### config.mk
export PLATFORM = sky130hd
export DESIGN_NAME = coap_message_parser
export DESIGN_NICKNAME = d
export VERILOG_FILES = /design/src/rtl/core/coapmp_pkg.sv /design/src/rtl/core/coapmp_parser.sv /design/src/rtl/core/coapmp_verdict.sv /design/src/rtl/core/coap_message_parser.sv
export VERILOG_INCLUDE_DIRS = /design/src /design/src/rtl/core
export SDC_FILE = /design/constraint.sdc
export NUM_CORES = 1
export LEC_CHECK = 0
export ABC_AREA = 0
export BUFFER_PORTS_ARGS = -buffer_cell sky130_fd_sc_hd__buf_4
export CAP_MARGIN = 25
export CORE_MARGIN = 2
export CORE_UTILIZATION = 50
export DETAILED_ROUTE_END_ITERATION = 10
export PLACE_DENSITY = 0.69
export SYNTH_ARGS = -nofsm -noshare
export SYNTH_HDL_FRONTEND = slang
export SYNTH_HIERARCHICAL = 1
export SYNTH_SLANG_ARGS = --single-unit
### constraint.sdc
create_clock -name clk -period 26 [get_ports clk]
set_clock_uncertainty 0.1 [all_clocks]
set_input_delay 5.2 -clock clk [delete_from_list [all_inputs] [get_ports clk]]
set_output_delay 5.2 -clock clk [all_outputs]
set_load 0.01 [all_outputs]
### src/rtl/core/coap_message_parser_assert.svh
// Assertion helpers shared by the parser modules.
`ifndef COAP_MESSAGE_PARSER_ASSERT_SVH
`define COAP_MESSAGE_PARSER_ASSERT_SVH

// Same-cycle implication, masked during reset.
`define COAPMP_ASSERT_NOW(label, ante, cons) \
  label: assert property (@(posedge clk) disable iff (rst) (ante) |-> (cons)) \
    else $error("coap parser: same-cycle check failed");

// Next-cycle implication, masked during reset.
`define COAPMP_ASSERT_NEXT(label, ante, cons) \
  label: assert property (@(posedge clk) disable iff (rst) (ante) |=> (cons)) \
    else $error("coap parser: next-cycle check failed");

`endif

### src/rtl/core/coapmp_pkg.sv
package coapmp_pkg;

  localparam int unsigned MAX_TOKEN = 8;

  typedef enum logic [11:0] {
    PH_HDR     = 12'b0000_0000_0001,
    PH_TOKEN   = 12'b0000_0000_0010,
    PH_HEAD    = 12'b0000_0000_0100,
    PH_DEXT1   = 12'b0000_0000_1000,
    PH_DEXT2A  = 12'b0000_0001_0000,
    PH_DEXT2B  = 12'b0000_0010_0000,
    PH_LEXT1   = 12'b0000_0100_0000,
    PH_LEXT2A  = 12'b0000_1000_0000,
    PH_LEXT2B  = 12'b0001_0000_0000,
    PH_VALUE   = 12'b0010_0000_0000,
    PH_PAYLOAD = 12'b0100_0000_0000,
    PH_IGNORE  = 12'b1000_0000_0000
  } phase_t;

  // byte classes
  localparam logic [3:0] CLS_HEADER    = 4'd0;
  localparam logic [3:0] CLS_TOKEN     = 4'd1;
  localparam logic [3:0] CLS_OPT_HEAD  = 4'd2;
  localparam logic [3:0] CLS_URI_START = 4'd3;
  localparam logic [3:0] CLS_URI_BYTE  = 4'd4;
  localparam logic [3:0] CLS_VALUE     = 4'd5;
  localparam logic [3:0] CLS_MARKER    = 4'd6;
  localparam logic [3:0] CLS_PAYLOAD   = 4'd7;
  localparam logic [3:0] CLS_IGNORED   = 4'd8;

  localparam logic [1:0] VERDICT_NONE  = 2'd0;
  localparam logic [1:0] VERDICT_SERVE = 2'd1;
  localparam logic [1:0] VERDICT_ERROR = 2'd2;
  localparam logic [1:0] VERDICT_DROP  = 2'd3;

  localparam logic [7:0] RESP_NONE        = 8'h00;
  localparam logic [7:0] RESP_BAD_REQUEST = 8'h80;
  localparam logic [7:0] RESP_BAD_OPTION  = 8'h82;
  localparam logic [7:0] RESP_DROP        = 8'hA0;
  localparam logic [7:0] RESP_CHANGED     = 8'h44;

  localparam logic [1:0] TYPE_ACK = 2'd2;
  localparam logic [1:0] TYPE_RST = 2'd3;

  localparam logic [7:0] CODE_EMPTY = 8'h00;
  localparam logic [7:0] CODE_GET   = 8'h01;

  localparam logic [15:0] OPT_OBSERVE  = 16'd6;
  localparam logic [15:0] OPT_URI_PATH = 16'd11;
  localparam logic [15:0] OPT_FORMAT   = 16'd12;

  localparam logic [7:0] MARKER_BYTE = 8'hFF;
  localparam logic [3:0] NIB_EXT1    = 4'd13;
  localparam logic [3:0] NIB_EXT2    = 4'd14;
  localparam logic [3:0] NIB_RSVD    = 4'd15;
  localparam logic [8:0] EXT1_BIAS   = 9'd13;
  localparam logic [16:0] EXT2_BIAS  = 17'd269;
  localparam logic [8:0] URI_MAX     = 9'd511;
  localparam logic [15:0] OPT_MAX    = 16'hFFFF;

  // what the parser hands on for one byte
  typedef struct packed {
    logic [3:0]  cls;
    logic [15:0] option_number;
    logic        done;
    logic        hdr_incomplete;
    logic [31:0] header_fields;
    logic        observe_seen;
    logic [31:0] observe_acc;
    logic [15:0] format_acc;
    logic [7:0]  fault_code;
  } step_t;

  typedef struct packed {
    logic [1:0] verdict;
    logic [7:0] response_code;
  } reply_t;

endpackage

### src/rtl/core/coapmp_parser.sv
module coapmp_parser (
  input  logic                clk,
  input  logic                rst,
  input  logic                fire,
  input  logic [7:0]          data_byte,
  input  logic                packet_last,
  input  logic [7:0]          uri_limit,
  output coapmp_pkg::step_t   step
);

  coapmp_pkg::phase_t phase, phase_next;
  logic [1:0]  header_count, header_count_next;
  logic [31:0] header_fields, header_fields_next;
  logic [16:0] bytes_left, bytes_left_next;
  logic [15:0] running_option, running_option_next;
  logic [3:0]  pending_length, pending_length_next;
  logic [7:0]  ext_acc, ext_acc_next;
  logic [8:0]  uri_count, uri_count_next;
  logic [31:0] observe_acc, observe_acc_next;
  logic [15:0] format_acc, format_acc_next;
  logic        observe_seen, observe_seen_next;
  logic [7:0]  fault_code, fault_code_next;

  logic [3:0]  cls;
  logic        do_delta, do_begin;
  logic [16:0] delta, len;
  logic [17:0] opt_sum;
  logic [16:0] left_dec;
  logic [3:0]  tkl;

  always_comb begin
    phase_next          = phase;
    header_count_next   = header_count;
    header_fields_next  = header_fields;
    bytes_left_next     = bytes_left;
    running_option_next = running_option;
    pending_length_next = pending_length;
    ext_acc_next        = ext_acc;
    uri_count_next      = uri_count;
    observe_acc_next    = observe_acc;
    format_acc_next     = format_acc;
    observe_seen_next   = observe_seen;
    fault_code_next     = fault_code;
    cls      = coapmp_pkg::CLS_IGNORED;
    do_delta = 1'b0;
    do_begin = 1'b0;
    delta    = '0;
    len      = '0;
    opt_sum  = '0;
    tkl      = header_fields[27:24];
    left_dec = (bytes_left != '0) ? bytes_left - 17'd1 : '0;

    unique case (phase)
      coapmp_pkg::PH_HDR: begin
        cls = coapmp_pkg::CLS_HEADER;
        case (header_count)
          2'd0:    header_fields_next[31:24] = data_byte;
          2'd1:    header_fields_next[23:16] = data_byte;
          2'd2:    header_fields_next[15:8]  = data_byte;
          default: header_fields_next[7:0]   = data_byte;
        endcase
        if (header_count == 2'd3) begin
          header_count_next = '0;
          if (32'(tkl) > coapmp_pkg::MAX_TOKEN) begin
            fault_code_next = coapmp_pkg::RESP_BAD_REQUEST;
            phase_next      = coapmp_pkg::PH_IGNORE;
          end else if (tkl != '0) begin
            bytes_left_next = {13'd0, tkl};
            phase_next      = coapmp_pkg::PH_TOKEN;
          end else begin
            phase_next = coapmp_pkg::PH_HEAD;
          end
        end else begin
          header_count_next = header_count + 2'd1;
        end
      end
      coapmp_pkg::PH_TOKEN: begin
        cls             = coapmp_pkg::CLS_TOKEN;
        bytes_left_next = left_dec;
        if (left_dec == '0) phase_next = coapmp_pkg::PH_HEAD;
      end
      coapmp_pkg::PH_HEAD: begin
        if (data_byte == coapmp_pkg::MARKER_BYTE) begin
          cls        = coapmp_pkg::CLS_MARKER;
          phase_next = coapmp_pkg::PH_PAYLOAD;
        end else begin
          cls                 = coapmp_pkg::CLS_OPT_HEAD;
          pending_length_next = data_byte[3:0];
          if (data_byte[7:4] == coapmp_pkg::NIB_RSVD) begin
            fault_code_next = coapmp_pkg::RESP_BAD_OPTION;
            phase_next      = coapmp_pkg::PH_IGNORE;
          end else if (data_byte[7:4] == coapmp_pkg::NIB_EXT1) begin
            phase_next = coapmp_pkg::PH_DEXT1;
          end else if (data_byte[7:4] == coapmp_pkg::NIB_EXT2) begin
            phase_next = coapmp_pkg::PH_DEXT2A;
          end else begin
            do_delta = 1'b1;
            delta    = {13'd0, data_byte[7:4]};
          end
        end
      end
      coapmp_pkg::PH_DEXT1: begin
        cls      = coapmp_pkg::CLS_OPT_HEAD;
        do_delta = 1'b1;
        delta    = {8'd0, {1'b0, data_byte} + coapmp_pkg::EXT1_BIAS};
      end
      coapmp_pkg::PH_DEXT2A: begin
        cls          = coapmp_pkg::CLS_OPT_HEAD;
        ext_acc_next = data_byte;
        phase_next   = coapmp_pkg::PH_DEXT2B;
      end
      coapmp_pkg::PH_DEXT2B: begin
        cls      = coapmp_pkg::CLS_OPT_HEAD;
        do_delta = 1'b1;
        delta    = {1'b0, ext_acc, data_byte} + coapmp_pkg::EXT2_BIAS;
      end
      coapmp_pkg::PH_LEXT1: begin
        cls      = coapmp_pkg::CLS_OPT_HEAD;
        do_begin = 1'b1;
        len      = {8'd0, {1'b0, data_byte} + coapmp_pkg::EXT1_BIAS};
      end
      coapmp_pkg::PH_LEXT2A: begin
        cls          = coapmp_pkg::CLS_OPT_HEAD;
        ext_acc_next = data_byte;
        phase_next   = coapmp_pkg::PH_LEXT2B;
      end
      coapmp_pkg::PH_LEXT2B: begin
        cls      = coapmp_pkg::CLS_OPT_HEAD;
        do_begin = 1'b1;
        len      = {1'b0, ext_acc, data_byte} + coapmp_pkg::EXT2_BIAS;
      end
      coapmp_pkg::PH_VALUE: begin
        if (running_option == coapmp_pkg::OPT_URI_PATH)
          cls = (ext_acc == '0) ? coapmp_pkg::CLS_URI_START
                                : coapmp_pkg::CLS_URI_BYTE;
        else
          cls = coapmp_pkg::CLS_VALUE;
        ext_acc_next = 8'd1;
        if (running_option == coapmp_pkg::OPT_OBSERVE)
          observe_acc_next = {observe_acc[23:0], data_byte};
        else if (running_option == coapmp_pkg::OPT_FORMAT)
          format_acc_next = {format_acc[7:0], data_byte};
        bytes_left_next = left_dec;
        if (left_dec == '0) phase_next = coapmp_pkg::PH_HEAD;
        if (running_option == coapmp_pkg::OPT_URI_PATH) begin
          if (uri_count < coapmp_pkg::URI_MAX) uri_count_next = uri_count + 9'd1;
          if (uri_count_next > {1'b0, uri_limit}) begin
            fault_code_next = coapmp_pkg::RESP_DROP;
            phase_next      = coapmp_pkg::PH_IGNORE;
          end
        end
      end
      coapmp_pkg::PH_PAYLOAD: cls = coapmp_pkg::CLS_PAYLOAD;
      default:                cls = coapmp_pkg::CLS_IGNORED;
    endcase

    // option delta applied; the length nibble seen with it picks what follows
    if (do_delta) begin
      opt_sum = {2'b00, running_option} + {1'b0, delta};
      running_option_next = (opt_sum[17:16] != 2'b00) ? coapmp_pkg::OPT_MAX
                                                       : opt_sum[15:0];
      if (pending_length_next == coapmp_pkg::NIB_EXT1) begin
        phase_next = coapmp_pkg::PH_LEXT1;
      end else if (pending_length_next == coapmp_pkg::NIB_EXT2) begin
        phase_next = coapmp_pkg::PH_LEXT2A;
      end else begin
        do_begin = 1'b1;
        len      = {13'd0, pending_length_next};
      end
    end

    // start of an option value; a Uri-Path segment counts its slash here
    if (do_begin) begin
      if (running_option_next == coapmp_pkg::OPT_URI_PATH &&
          uri_count < coapmp_pkg::URI_MAX)
        uri_count_next = uri_count + 9'd1;
      if (running_option_next == coapmp_pkg::OPT_OBSERVE) begin
        observe_seen_next = 1'b1;
        observe_acc_next  = '0;
      end
      if (running_option_next == coapmp_pkg::OPT_FORMAT) format_acc_next = '0;
      ext_acc_next = '0;
      if (len == '0) begin
        phase_next = coapmp_pkg::PH_HEAD;
      end else begin
        bytes_left_next = len;
        phase_next      = coapmp_pkg::PH_VALUE;
      end
    end
  end

  always_comb begin
    step.cls            = cls;
    step.option_number  = running_option_next;
    step.done           = packet_last;
    step.hdr_incomplete = (phase_next == coapmp_pkg::PH_HDR);
    step.header_fields  = header_fields_next;
    step.observe_seen   = observe_seen_next;
    step.observe_acc    = observe_acc_next;
    step.format_acc     = format_acc_next;
    step.fault_code     = fault_code_next;
  end

  // the last beat of a datagram leaves a clean parse state behind
  always_ff @(posedge clk) begin
    if (rst || (fire && packet_last)) begin
      phase          <= coapmp_pkg::PH_HDR;
      header_count   <= '0;
      header_fields  <= '0;
      bytes_left     <= '0;
      running_option <= '0;
      pending_length <= '0;
      ext_acc        <= '0;
      uri_count      <= '0;
      observe_acc    <= '0;
      format_acc     <= '0;
      observe_seen   <= 1'b0;
      fault_code     <= '0;
    end else if (fire) begin
      phase          <= phase_next;
      header_count   <= header_count_next;
      header_fields  <= header_fields_next;
      bytes_left     <= bytes_left_next;
      running_option <= running_option_next;
      pending_length <= pending_length_next;
      ext_acc        <= ext_acc_next;
      uri_count      <= uri_count_next;
      observe_acc    <= observe_acc_next;
      format_acc     <= format_acc_next;
      observe_seen   <= observe_seen_next;
      fault_code     <= fault_code_next;
    end
  end

`include "coap_message_parser_assert.svh"

  `COAPMP_ASSERT_NEXT(a_clear_after_last, fire && packet_last,
                      phase == coapmp_pkg::PH_HDR && uri_count == '0 && header_count == '0)
  `COAPMP_ASSERT_NOW(a_hdr_count_phase, header_count != '0, phase == coapmp_pkg::PH_HDR)

endmodule

### src/rtl/core/coapmp_verdict.sv
module coapmp_verdict (
  input  coapmp_pkg::step_t  step,
  output coapmp_pkg::reply_t reply
);

  logic [1:0] msg_type;
  logic [7:0] code;

  assign msg_type = step.header_fields[29:28];
  assign code     = step.header_fields[23:16];

  // first matching rule wins
  always_comb begin
    if (step.hdr_incomplete) begin
      reply.verdict       = coapmp_pkg::VERDICT_NONE;
      reply.response_code = coapmp_pkg::RESP_NONE;
    end else if (step.fault_code == coapmp_pkg::RESP_DROP) begin
      reply.verdict       = coapmp_pkg::VERDICT_DROP;
      reply.response_code = coapmp_pkg::RESP_DROP;
    end else if (step.fault_code != coapmp_pkg::RESP_NONE) begin
      reply.verdict       = coapmp_pkg::VERDICT_ERROR;
      reply.response_code = step.fault_code;
    end else if (msg_type == coapmp_pkg::TYPE_ACK) begin
      reply.verdict       = coapmp_pkg::VERDICT_NONE;
      reply.response_code = coapmp_pkg::RESP_NONE;
    end else if (msg_type == coapmp_pkg::TYPE_RST) begin
      reply.verdict       = coapmp_pkg::VERDICT_ERROR;
      reply.response_code = coapmp_pkg::RESP_BAD_REQUEST;
    end else if (code == coapmp_pkg::CODE_GET) begin
      reply.verdict       = coapmp_pkg::VERDICT_SERVE;
      reply.response_code = coapmp_pkg::RESP_NONE;
    end else if (code == coapmp_pkg::CODE_EMPTY) begin
      reply.verdict       = coapmp_pkg::VERDICT_NONE;
      reply.response_code = coapmp_pkg::RESP_NONE;
    end else begin
      reply.verdict       = coapmp_pkg::VERDICT_ERROR;
      reply.response_code = coapmp_pkg::RESP_CHANGED;
    end
  end

endmodule

### src/rtl/core/coap_message_parser.sv
// CoAP datagram parser: one datagram byte per beat on the input channel, one
// result beat per byte on the output channel (byte class and running option
// number always; header summary, Observe and Content-Format values and the
// reply verdict on the beat that carries packet_last, zero otherwise). It
// sustains one byte per clock while out_stall is low, each byte passing the
// input and result registers around the combinational parse step; the parse
// state returns to its reset values after each last byte. The Uri-Path limit
// (reset 64) is written through the always-ready cfg channel, by the user
// only while no datagram is in flight; the block does not enforce this.
module coap_message_parser (
  input  logic        clk,
  input  logic        rst,
  input  logic        in_valid,
  output logic        in_stall,
  input  logic [7:0]  data_byte,
  input  logic        packet_last,
  output logic        out_valid,
  input  logic        out_stall,
  output logic [3:0]  byte_class,
  output logic [15:0] option_number,
  output logic        packet_done,
  output logic [1:0]  msg_type,
  output logic [3:0]  token_length,
  output logic [7:0]  method_code,
  output logic [15:0] message_id,
  output logic        observe_present,
  output logic [31:0] observe_value,
  output logic [15:0] content_format,
  output logic [1:0]  verdict,
  output logic [7:0]  response_code,
  input  logic        cfg_valid,
  output logic        cfg_ready,
  input  logic [7:0]  cfg_data
);

  logic       s1_valid;
  logic [7:0] s1_byte;
  logic       s1_last;
  logic [7:0] uri_limit;
  logic       in_fire, advance;

  coapmp_pkg::step_t  step;
  coapmp_pkg::reply_t reply;

  assign cfg_ready = 1'b1;
  assign advance   = s1_valid && (!out_valid || !out_stall);
  assign in_stall  = s1_valid && !advance;
  assign in_fire   = in_valid && !in_stall;

  always_ff @(posedge clk) begin
    if (rst) begin
      uri_limit <= 8'd64;
    end else if (cfg_valid && cfg_ready) begin
      uri_limit <= cfg_data;
    end
  end

  always_ff @(posedge clk) begin
    if (rst) begin
      s1_valid <= 1'b0;
    end else begin
      s1_valid <= in_fire || (s1_valid && !advance);
    end
  end

  always_ff @(posedge clk) begin
    if (in_fire) begin
      s1_byte <= data_byte;
      s1_last <= packet_last;
    end
  end

  coapmp_parser u_parser (
    .clk         (clk),
    .rst         (rst),
    .fire        (advance),
    .data_byte   (s1_byte),
    .packet_last (s1_last),
    .uri_limit   (uri_limit),
    .step        (step)
  );

  coapmp_verdict u_verdict (
    .step  (step),
    .reply (reply)
  );

  always_ff @(posedge clk) begin
    if (rst) begin
      out_valid <= 1'b0;
    end else if (advance) begin
      out_valid <= 1'b1;
    end else if (!out_stall) begin
      out_valid <= 1'b0;
    end
  end

  // summary fields only carry data on the last beat of a datagram
  always_ff @(posedge clk) begin
    if (advance) begin
      byte_class    <= step.cls;
      option_number <= step.option_number;
      packet_done   <= step.done;
      if (step.done) begin
        msg_type        <= step.header_fields[29:28];
        token_length    <= step.header_fields[27:24];
        method_code     <= step.header_fields[23:16];
        message_id      <= step.header_fields[15:0];
        observe_present <= step.observe_seen;
        observe_value   <= step.observe_acc;
        content_format  <= step.format_acc;
        verdict         <= reply.verdict;
        response_code   <= reply.response_code;
      end else begin
        msg_type        <= '0;
        token_length    <= '0;
        method_code     <= '0;
        message_id      <= '0;
        observe_present <= 1'b0;
        observe_value   <= '0;
        content_format  <= '0;
        verdict         <= coapmp_pkg::VERDICT_NONE;
        response_code   <= coapmp_pkg::RESP_NONE;
      end
    end
  end

`include "coap_message_parser_assert.svh"

  `COAPMP_ASSERT_NOW(a_stall_needs_held_beat, in_stall, s1_valid && out_valid)
  `COAPMP_ASSERT_NOW(a_quiet_mid_packet, out_valid && !packet_done, verdict == coapmp_pkg::VERDICT_NONE && response_code == coapmp_pkg::RESP_NONE)
  `COAPMP_ASSERT_NOW(a_drop_code, out_valid && verdict == coapmp_pkg::VERDICT_DROP, response_code == coapmp_pkg::RESP_DROP)
  `COAPMP_ASSERT_NEXT(a_advance_fills_out, advance, out_valid)

endmodule

# Word-level counts from Yosys, hierarchy flattened
# Index checks and enable logic that the tools add are counted.
# totals
reg_bits	284
in_bits	22
output_inout_bits	113
elab_cells	194
# classes
muxes	90
magnitude_cmp	3
bitwise_logic	1
n_addsub	6
eq_ne	32
n_reduce_logical	32
# ops
cell	n
$mux 17	12
$mux 12	13
$mux 32	4
$mux 16	7
$mux 8	10
$pmux 12 s6	1
$mux 10	7
$pmux 17 s2	2
$eq 16x4->1 const B	4
$mux 9	7
$pmux 17 s3	1
$logic_not 17->1	2
$eq 16x3->1 const B	2
$mux 30	1
$eq 12x1->1 const B	2
$pmux 4 s6	1
$pmux 8 s3	1
$eq 4x4->1 const B	5
$add 16x17->18	1
$add 16x9->17 const B	1
$reduce_bool 17->1	1
$sub 17x1->17 const B	1
$eq 8x8->1 const B	2
$logic_not 8->1	2
other kinds (40)	74

# Logic depth before layout (Yosys ltp)
# Gate-level depths: netlist (run 1).
# logic_depth
word_depth	14
mapped_depth	23
ltp_nobuf	19

# By module
# Netlist (run 1), hierarchy kept.
# by_module_without_submodules
module	seq_area_each_um2	cells_each	area_per_inst_um2	instances
coapmp_parser	3143.0	1495	11458.5	1
coap_message_parser	3773.6	255	4555.6	1
coapmp_verdict	0.0	29	196.4	1

# Worst setup path after synthesis (run 1)
# OpenSTA, ideal clock, no wires.
# synth_path
kind	input-to-reg
start	input out_stall
end	register u_parser.bytes_left[8]
setup_ps	128
required_ps	25772
path_buffers	4
setup_slack_ps	10884
stages	7
t_arrival_ps	14888
cell_sequence	a21boi_0 clkbuf_1 buf_2 clkbuf_1 buf_1 mux2i_1 nor2_1
# synth_between
elab_chain_cells	5
# synth_rtl
item	line_no	text
from (decl)	coap_message_parser.sv:18	input logic out_stall,
$logic_not 1->1 *	--	
$logic_or 1x1->1 *	coap_message_parser.sv:46	assign advance = s1_valid && (!out_valid || !out_stall);
$logic_and 1x1->1 *	coap_message_parser.sv:46	
$logic_and 1x1->1	coapmp_parser.sv:206	if (rst || (fire && packet_last)) begin
$logic_or 1x1->1	coapmp_parser.sv:206	
to (signal assigned)	coapmp_parser.sv:223	bytes_left <= bytes_left_next;
to (decl)	coapmp_parser.sv:14	logic [16:0] bytes_left, bytes_left_next;
# Mark *: on every way between the ends. The rest lies on a longest branch, timed or not.
# A chain may end at the register's enable or synchronous reset.

# Final worst setup path (run 1)
# layout_path
start	input out_stall
end	output in_stall
# layout_between
elab_chain_cells	5
# layout_rtl
item	line_no	text
$logic_not 1->1	--	
$logic_or 1x1->1	coap_message_parser.sv:46	
$logic_and 1x1->1	coap_message_parser.sv:46	
$logic_not 1->1	coap_message_parser.sv:47	assign in_stall = s1_valid && !advance;
$logic_and 1x1->1	coap_message_parser.sv:47	
to (decl)	coap_message_parser.sv:14	output logic in_stall,
# No other way between the ends.

==> results of run 1 <==
==> metrics by stage <==
stage	util	power, uW	instance area [um2]	worst slack (ns)
floorplan	-	554.7	16120	10.88
global placement	0.5433	582.9	17190	15.07
detailed placement	0.5433	584.4	17190	15.08
CTS	0.5789	1063	18320	15.07
global route	0.5798	1090	18340	15.05
finish	0.5798	1055	18340	15.07
==> worst paths after layout <==
kind,from,cells after the start,endpoint,slack (ns)
worst min-delay path,u_parser/fault_code[0],1,u_parser/fault_code[0],0.35
worst min register to register,u_parser/fault_code[0],1,u_parser/fault_code[0],0.35
worst max register to register,u_parser/phase[8],15,observe_value[14],19.35
worst max-delay path,out_stall,4,in_stall,15.07
==> cell type report <==
cell class / count / share of cell area
clock buffer: 50 / 0.05423
clock inverter: 12 / 0.007231
inverter: 32 / 0.006548
multi-input combinational: 1315 / 0.4645
sequential: 284 / 0.3749
tap: 402 / 0.02742
timing repair buffer: 155 / 0.06521
==> where the power goes <==
| part | switching, uW | leakage [uW] | total [uW] | internal [uW] |
|---|---|---|---|---|
| Sequential | 6.90 | 0.00245 | 483 | 476 |
| Clock | 191 | 0.000550 | 479 | 287 |
| Combinational | 58.1 | 0.00400 | 93.1 | 35.0 |
==> registers in the layout, summed over array words and instances, names as in the netlist, 9 cells and up <==
name and flops:
u_parser/bytes_left 17, observe_value 32, u_parser/uri_count 9, u_parser/observe_acc 32
option_number 16, u_parser/header_fields 30, message_id 16, content_format 16
u_parser/running_option 16, u_parser/phase 12, u_parser/format_acc 16
==> critical path: stages <==
cell and delay [ns]:
sky130_fd_sc_hd__buf_4 0.13, sky130_fd_sc_hd__nand3_1 0.09, sky130_fd_sc_hd__inv_1 0.06, sky130_fd_sc_hd__buf_4 0.14
==> metal layers <==
layer,GRT usage,vias to the layer above,part of all wire
met3,0.03784,97,0.080
li1,-,6584,-
met5,0,-,0
met2,0.3941,570,0.45
met1,0.3662,6542,0.45
met4,0.07424,0,0.027
==> flow_results.org, run 1 <==
** Place
- Instance count after placement with tap cells included :: approximately 2200
- Input and output buffers added on the ports amount to around 130.
- Half-perimeter wire length after detailed placement :: around 29000 um
- The congestion estimate from routability-driven global placement came to 0.9902.

** Clock tree
- Worst-case clock buffer depth :: 3
- Clock insertion delay at the later pin of the skew report :: approximately 0.53 ns
- Number of clock sinks :: 284
- Setup fix buffers added after clock tree synthesis :: 0
- TritonCTS built the clock tree.
- Number of hold buffers added after cts :: 0
- In this run, post-CTS repair resized a total of 0 instances.
- The tree is rooted in a sky130_fd_sc_hd__clkbuf_16.
- # H-tree levels :: 2
- Clock-pin slew was measured on the worst setup and hold paths at 0.06 ns.
- Number of buffers created by CTS :: 34

** Timing
- Post-Route Setup TNS :: 0 ns
- Pins over their slew limit :: 0
- Hold Vio Cnt, Final :: 0
- For this run, the top clock speed supported by timing is approximately 92 MHz.
- Max transition margin :: 0.3306
- The routed design could run at a clock period as short as roughly 11 ns.
- Setup violations remaining at the end of the flow were counted as 0.
- Of the available clock period, the critical path in the final layout requires 0.4203.
- Tightest Pin Transition :: around 1 ns
- The tightest hold path in the finished design has a slack of 0.3514 ns.
- Setup repair after global routing left no endpoint under its margin.

** Routing
- Antenna violation net count after detailed routing :: 0
- Sum of routed wire length over all layers :: ~44000 um
- Drt first-iter violations :: between 1000 and 1500
- Detailed-routing iteration count for the pre-antenna-repair pass :: 6
- Number of remaining DRC errors :: 0
- Routed via count :: about 14000
- Dividing the detail-routed via count by the number of cells gives approximately 6.1.
- Routed length per instance :: between 15 and 20 um

** Power
- In this run the static leakage power is about 0.007 uW.
- IR analysis of the VDD net gives a maximum drop of 0.00005103 V.
- Power per cell area :: around 58 nW/um2

** Global route
- Initial antenna violation count :: 0
- GR Overflow Total :: 0
- For this run, the total global-route usage over all layers was measured as 0.2537.
- The first global-routing pass estimated a little under 70000 um of wire.
- Number of global-route vias before repair :: between 10000 and 15000
- Entering global routing, the biggest net connects between 100 and 150 pins.

** Yosys
- The mapped netlist covers about 16000 um2.
- In this run the mean area of a mapped cell was 9.102 um2.
- Synthesis produced approximately 1800 cells.
- Number of nets in the synthesized netlist :: 1826
- The Yosys step of the flow raised 6 warnings.

** Final layout
- Registers take approximately 6900 um2.
- Fraction of layout cells with a size suffix above 1 :: 0.1488
- Most common cell after layout, fill and taps aside :: sky130_fd_sc_hd__nor2_1
- Number of inserted filler cells in the final layout :: ~2800
- The net count of the finished layout is between 1500 and 2000.
- Most frequent cells in the layout :: sky130_fd_sc_hd__nor2_1, sky130_fd_sc_hd__dfxtp_1, sky130_fd_sc_hd__buf_4
- Excluding fillers, the count of instances in the completed layout stands at roughly 2300.
- Layout area overhead :: 13.78%
- Multi-input logic area :: between 8000 and 9000 um2
- Final antenna diode count :: 0

** Floorplan
- Die extent in x :: between 150 and 200 um
- Area of the core region :: about 32000 um2
- For this configuration, the core starts out at a cell density of 0.5096.
- From bottom edge to top edge, the die measures between 150 and 200 um.
- The floorplan has between 60 and 70 rows.
- DIE AREA :: between 30000 and 40000 um2
- Number of top-level pins :: roughly 140

** Setup path
- STA classifies the critical path startpoint as an input pin.
- Critical path peak fanout :: 3
- CP Capture Type :: output port
- Data on the critical path arrives at its endpoint at around 5.6 ns.
- Type of the worst setup path :: input pin to output port
- Worst path required time :: between 20 and 25 ns

** Worst hold path
- The worst hold path belongs to the class flop to flop.

** Job
- Across the run, the number of max-cap violations was 0.

** Run status
- The run finished with clean final reports.
No activity file was read; power rests on OpenSTA's default activity.
==> run 2, diff against run 1 <==
--- a/config.mk
+++ b/config.mk
@@ -12,7 +12,7 @@
 export CORE_MARGIN = 2
 export CORE_UTILIZATION = 50
 export DETAILED_ROUTE_END_ITERATION = 10
-export PLACE_DENSITY = 0.69
+export PLACE_DENSITY = 0.71
 export SYNTH_ARGS = -nofsm -noshare
 export SYNTH_HDL_FRONTEND = slang
 export SYNTH_HIERARCHICAL = 1
==> constraint.sdc (replaced) <==
create_clock -name clk -period 9.8 [get_ports clk]
set_clock_uncertainty 0.1 [all_clocks]
set_input_delay 1.96 -clock clk [delete_from_list [all_inputs] [get_ports clk]]
set_output_delay 1.96 -clock clk [all_outputs]
set_load 0.01 [all_outputs]
==> flow_results.org, run 2 (synthesized netlist as in run 1, its figures left out) <==
** Place
- Count of input and output buffers :: 133 (unchanged)
- The total cell area at the placement stage is 17190 um2 (unchanged).
- Instance count after placement with tap cells included :: 2187 (unchanged)
- Half-perimeter wire length after detailed placement :: 30850 um (was 28830 um)
- Final weighted congestion in routability-driven placement :: 0.9918 (was 0.9902)

** Timing
- Max transition margin :: 0.3000 (was 0.3306)
- The final count of negative-setup-slack endpoints came to 0 (unchanged).
- The total negative slack was 0 ns (unchanged).
- The worst hold margin came to 0.3481 ns (was 0.3514 ns).
- Setup repair after global routing missed its margin :: false (unchanged)
- The pin slew with the least headroom to its limit came to 1.037 ns (was 1.004 ns).
- Pins over their slew limit :: 0 (unchanged)
- Post-route minimum period :: between 6 and 7 ns
- Hold Vio Cnt, Final :: 0 (unchanged)
- Final clock period utilization by the worst path :: 0.6558
- For this run, the top clock speed supported by timing is between 150 and 200 MHz.

** Final layout
- Fraction of layout cells with a size suffix above 1 :: 0.1480 (was 0.1488)
- The most common library cell in the layout ignoring fill and taps is sky130_fd_sc_hd__nor2_1 (unchanged).
- The non-filler instance count after layout came to 2246 (was 2250).
- Final antenna diode count :: 0 (unchanged)
- Final instance area :: 18210 um2 (was 18340 um2)
- Most frequent cells in the layout :: sky130_fd_sc_hd__nor2_1, sky130_fd_sc_hd__dfxtp_1, sky130_fd_sc_hd__buf_4 (unchanged)
- The number of nets in the final layout was 1874 (was 1877).
- Final design utilization :: 0.5756 (was 0.5798)
- Layout area overhead :: 12.96% (was 13.78%)
- Top flop regs :: observe_value: 32 flops, u_parser/observe_acc: 32 flops, u_parser/header_fields: 30 flops (unchanged)
- Number of inserted filler cells in the final layout :: 2776 (was 2782)

** Setup path
- The maximum fanout along the worst path came to 33 (was 3).
- Setup slack on the worst flop-to-flop path :: 3.37 ns (was 19.35 ns)
- Kind of start point of the critical path :: flop (was input pin)
- Worst path required time :: 10.01 ns (was 20.70 ns)
- Terminus of the critical flop-to-flop path :: observe_value[25] (was observe_value[14])
- RR Startpoint :: u_parser/phase[8] (unchanged)
- The critical path startpoint is u_parser/phase[8] (was out_stall).
- The worst path arrival time came to 6.63 ns (was 5.63 ns).
- The worst-case reg-to-reg path depth came to 15 (unchanged).
- The startpoint-to-endpoint class of the critical path was flop to flop (was input pin to output port).
- The sort of element at the end of the critical path is a flop (was output port).

** Power
- Worst vdd ir :: 0.0001482 V (was 0.00005103 V)
- Leakage power :: 0.006933 uW (was 0.006999 uW)
- Power per cell area :: 146.5 nW/um2 (was 57.51 nW/um2)

** Run status
- Outcome :: finished clean (unchanged)

** Job
- Max Cap Viol :: 0 (unchanged)

** Floorplan
- The area of the die came to 33690 um2 (unchanged).
- Effective utilization at floorplan :: 0.5096 (unchanged)
- Number of top-level pins :: 135 (unchanged)
- Total number of placement rows :: 65 (unchanged)
- Die Height :: 183.6 um (unchanged)
- The area of the core region is 31640 um2 (unchanged).
- Die extent in x :: 183.6 um (unchanged)

** Routing
- The number of nets with antenna violations after routing was 0 (unchanged).
- Wire length on met3 :: 3015 um (was 3515 um)
- Met1 Routed Length :: 20950 um (was 19640 um)
- Post-DR vias/cell :: 6.161 (was 6.130)
- Detailed-routing iteration count for the pre-antenna-repair pass :: 5 (was 6)
- Drt first-iter violations :: 1510 (was 1434)
- Sum of routed wire length over all layers :: 45210 um (was 43980 um)
- Routed via count :: 13838 (was 13793)
- Number of remaining DRC errors :: 0 (unchanged)
- Routed length per instance :: 20.13 um (was 19.54 um)
- Highest metal used :: met4 (unchanged)
- Wire length on met2 :: 20010 um (was 19630 um)

** Clock tree
- # H-tree levels :: 1 (was 2)
- Number of clock sinks :: 284 (unchanged)
- Worst-case clock buffer depth :: 3 (unchanged)
- The clock transition at the registers of the reported paths came to 0.06 ns (about the same).
- The total of cells resized after clock tree synthesis came to 0 (unchanged).
- Number of buffers created by CTS :: 31 (was 34)
- Root buffer cell :: sky130_fd_sc_hd__clkbuf_16 (unchanged)
- The insertion delay of the later-clocked pin in the worst-skew pair was 0.58 ns (was 0.53 ns).
- TritonCTS clock tree :: yes (unchanged)
- Setup fix buffers added after clock tree synthesis :: 0 (unchanged)
- The total of hold buffers inserted after clock tree synthesis came to 0 (unchanged).

** Global route
- The largest net degree at the start of global routing was 104 (was 149).
- The overall track demand over capacity in global routing was 0.2631 (was 0.2537).
- The number of antenna violations at the first check in global routing came to 0 (unchanged).
- Number of global-route vias before repair :: 12744 (was 12366)
- The wire length of the first global-routing pass is 70980 um (was 68740 um).
- GR Overflow Total :: 0 (unchanged)

** Worst hold path
- WHS Path Cells :: 1 (unchanged)
- The beginning of the worst hold path was u_parser/fault_code[2] (was u_parser/fault_code[0]).
- Worst min-delay path category :: flop to flop (unchanged)
- End point of the most critical hold path :: u_parser/fault_code[2] (was u_parser/fault_code[0])
[run 2: cell count changes in the layout (fill, tap and decap cells not counted)]
| cell | delta |
|---|---|
| sky130_fd_sc_hd__bufinv_16 | -1 |
| sky130_fd_sc_hd__clkbuf_16 | -6 |
| sky130_fd_sc_hd__clkbuf_8 | +5 |
| sky130_fd_sc_hd__clkinv_1 | -2 |
| sky130_fd_sc_hd__clkinv_2 | -1 |
| sky130_fd_sc_hd__clkinv_4 | +1 |
| sky130_fd_sc_hd__clkinv_8 | -2 |
| sky130_fd_sc_hd__clkinvlp_4 | +2 |
[run 2: where the power goes]
| group | internal, uW | switching [uW] | total (uW) |
|---|---|---|---|
| Sequential | 1260 | 22.8 | 1290 |
| Combinational | 93.0 | 152 | 245 |
| Clock | 662 | 474 | 1140 |
[run 2: worst max path at each step]
stage,to,depth (start not counted)
3_3_place_gp,observe_value[28],17
4_1_cts,observe_value[25],15
5_1_grt,observe_value[17],17
3_5_place_dp,observe_value[25],15
2_1_floorplan,u_parser/bytes_left[8],7
6_report,observe_value[25],15
[run 2: area by class of cell]
cell class                      count  area (um2)  area share
Clock buffer                       49       913.4     0.05016
Clock inverter                      9       81.33    0.004466
Inverter                           32       120.1    0.006596
Multi-Input combinational cell   1315        8519      0.4678
Sequential cell                   284        6877      0.3776
Tap cell                          402       503.0     0.02762
Timing Repair Buffer              155        1196     0.06569
[run 2: layer usage]
layer,vias up,track usage
met1,6645,0.3805
li1,6569,-
met2,542,0.4097
met4,0,0.07776
met5,-,0
met3,82,0.03685
[run 2: worst max-delay path, cell delays in order, from the launching register on]
cell,delay (ns)
sky130_fd_sc_hd__dfxtp_1,0.38
sky130_fd_sc_hd__nor4_4,0.75
sky130_fd_sc_hd__nand4_1,0.54
sky130_fd_sc_hd__o21ai_0,0.33
sky130_fd_sc_hd__ha_1,0.34
sky130_fd_sc_hd__a211oi_1,0.30
sky130_fd_sc_hd__o21ai_0,0.28
sky130_fd_sc_hd__o211a_1,0.36
sky130_fd_sc_hd__o21a_1,0.22
sky130_fd_sc_hd__o311ai_0,0.88
sky130_fd_sc_hd__and4bb_1,0.37
sky130_fd_sc_hd__or2_0,0.42
sky130_fd_sc_hd__and4b_1,0.26
sky130_fd_sc_hd__buf_4,0.35
sky130_fd_sc_hd__a21oi_1,0.08
sky130_fd_sc_hd__and2_1,0.18
[run 2: stage by stage]
| step | worst slack (ns) | total power [uW] |
|---|---|---|
| floorplan | 0.7771 | 1468 |
| global placement | 3.692 | 1548 |
| detailed placement | 3.626 | 1552 |
| CTS | 3.607 | 2691 |
| global route | 3.134 | 2769 |
| finish | 3.373 | 2667 |
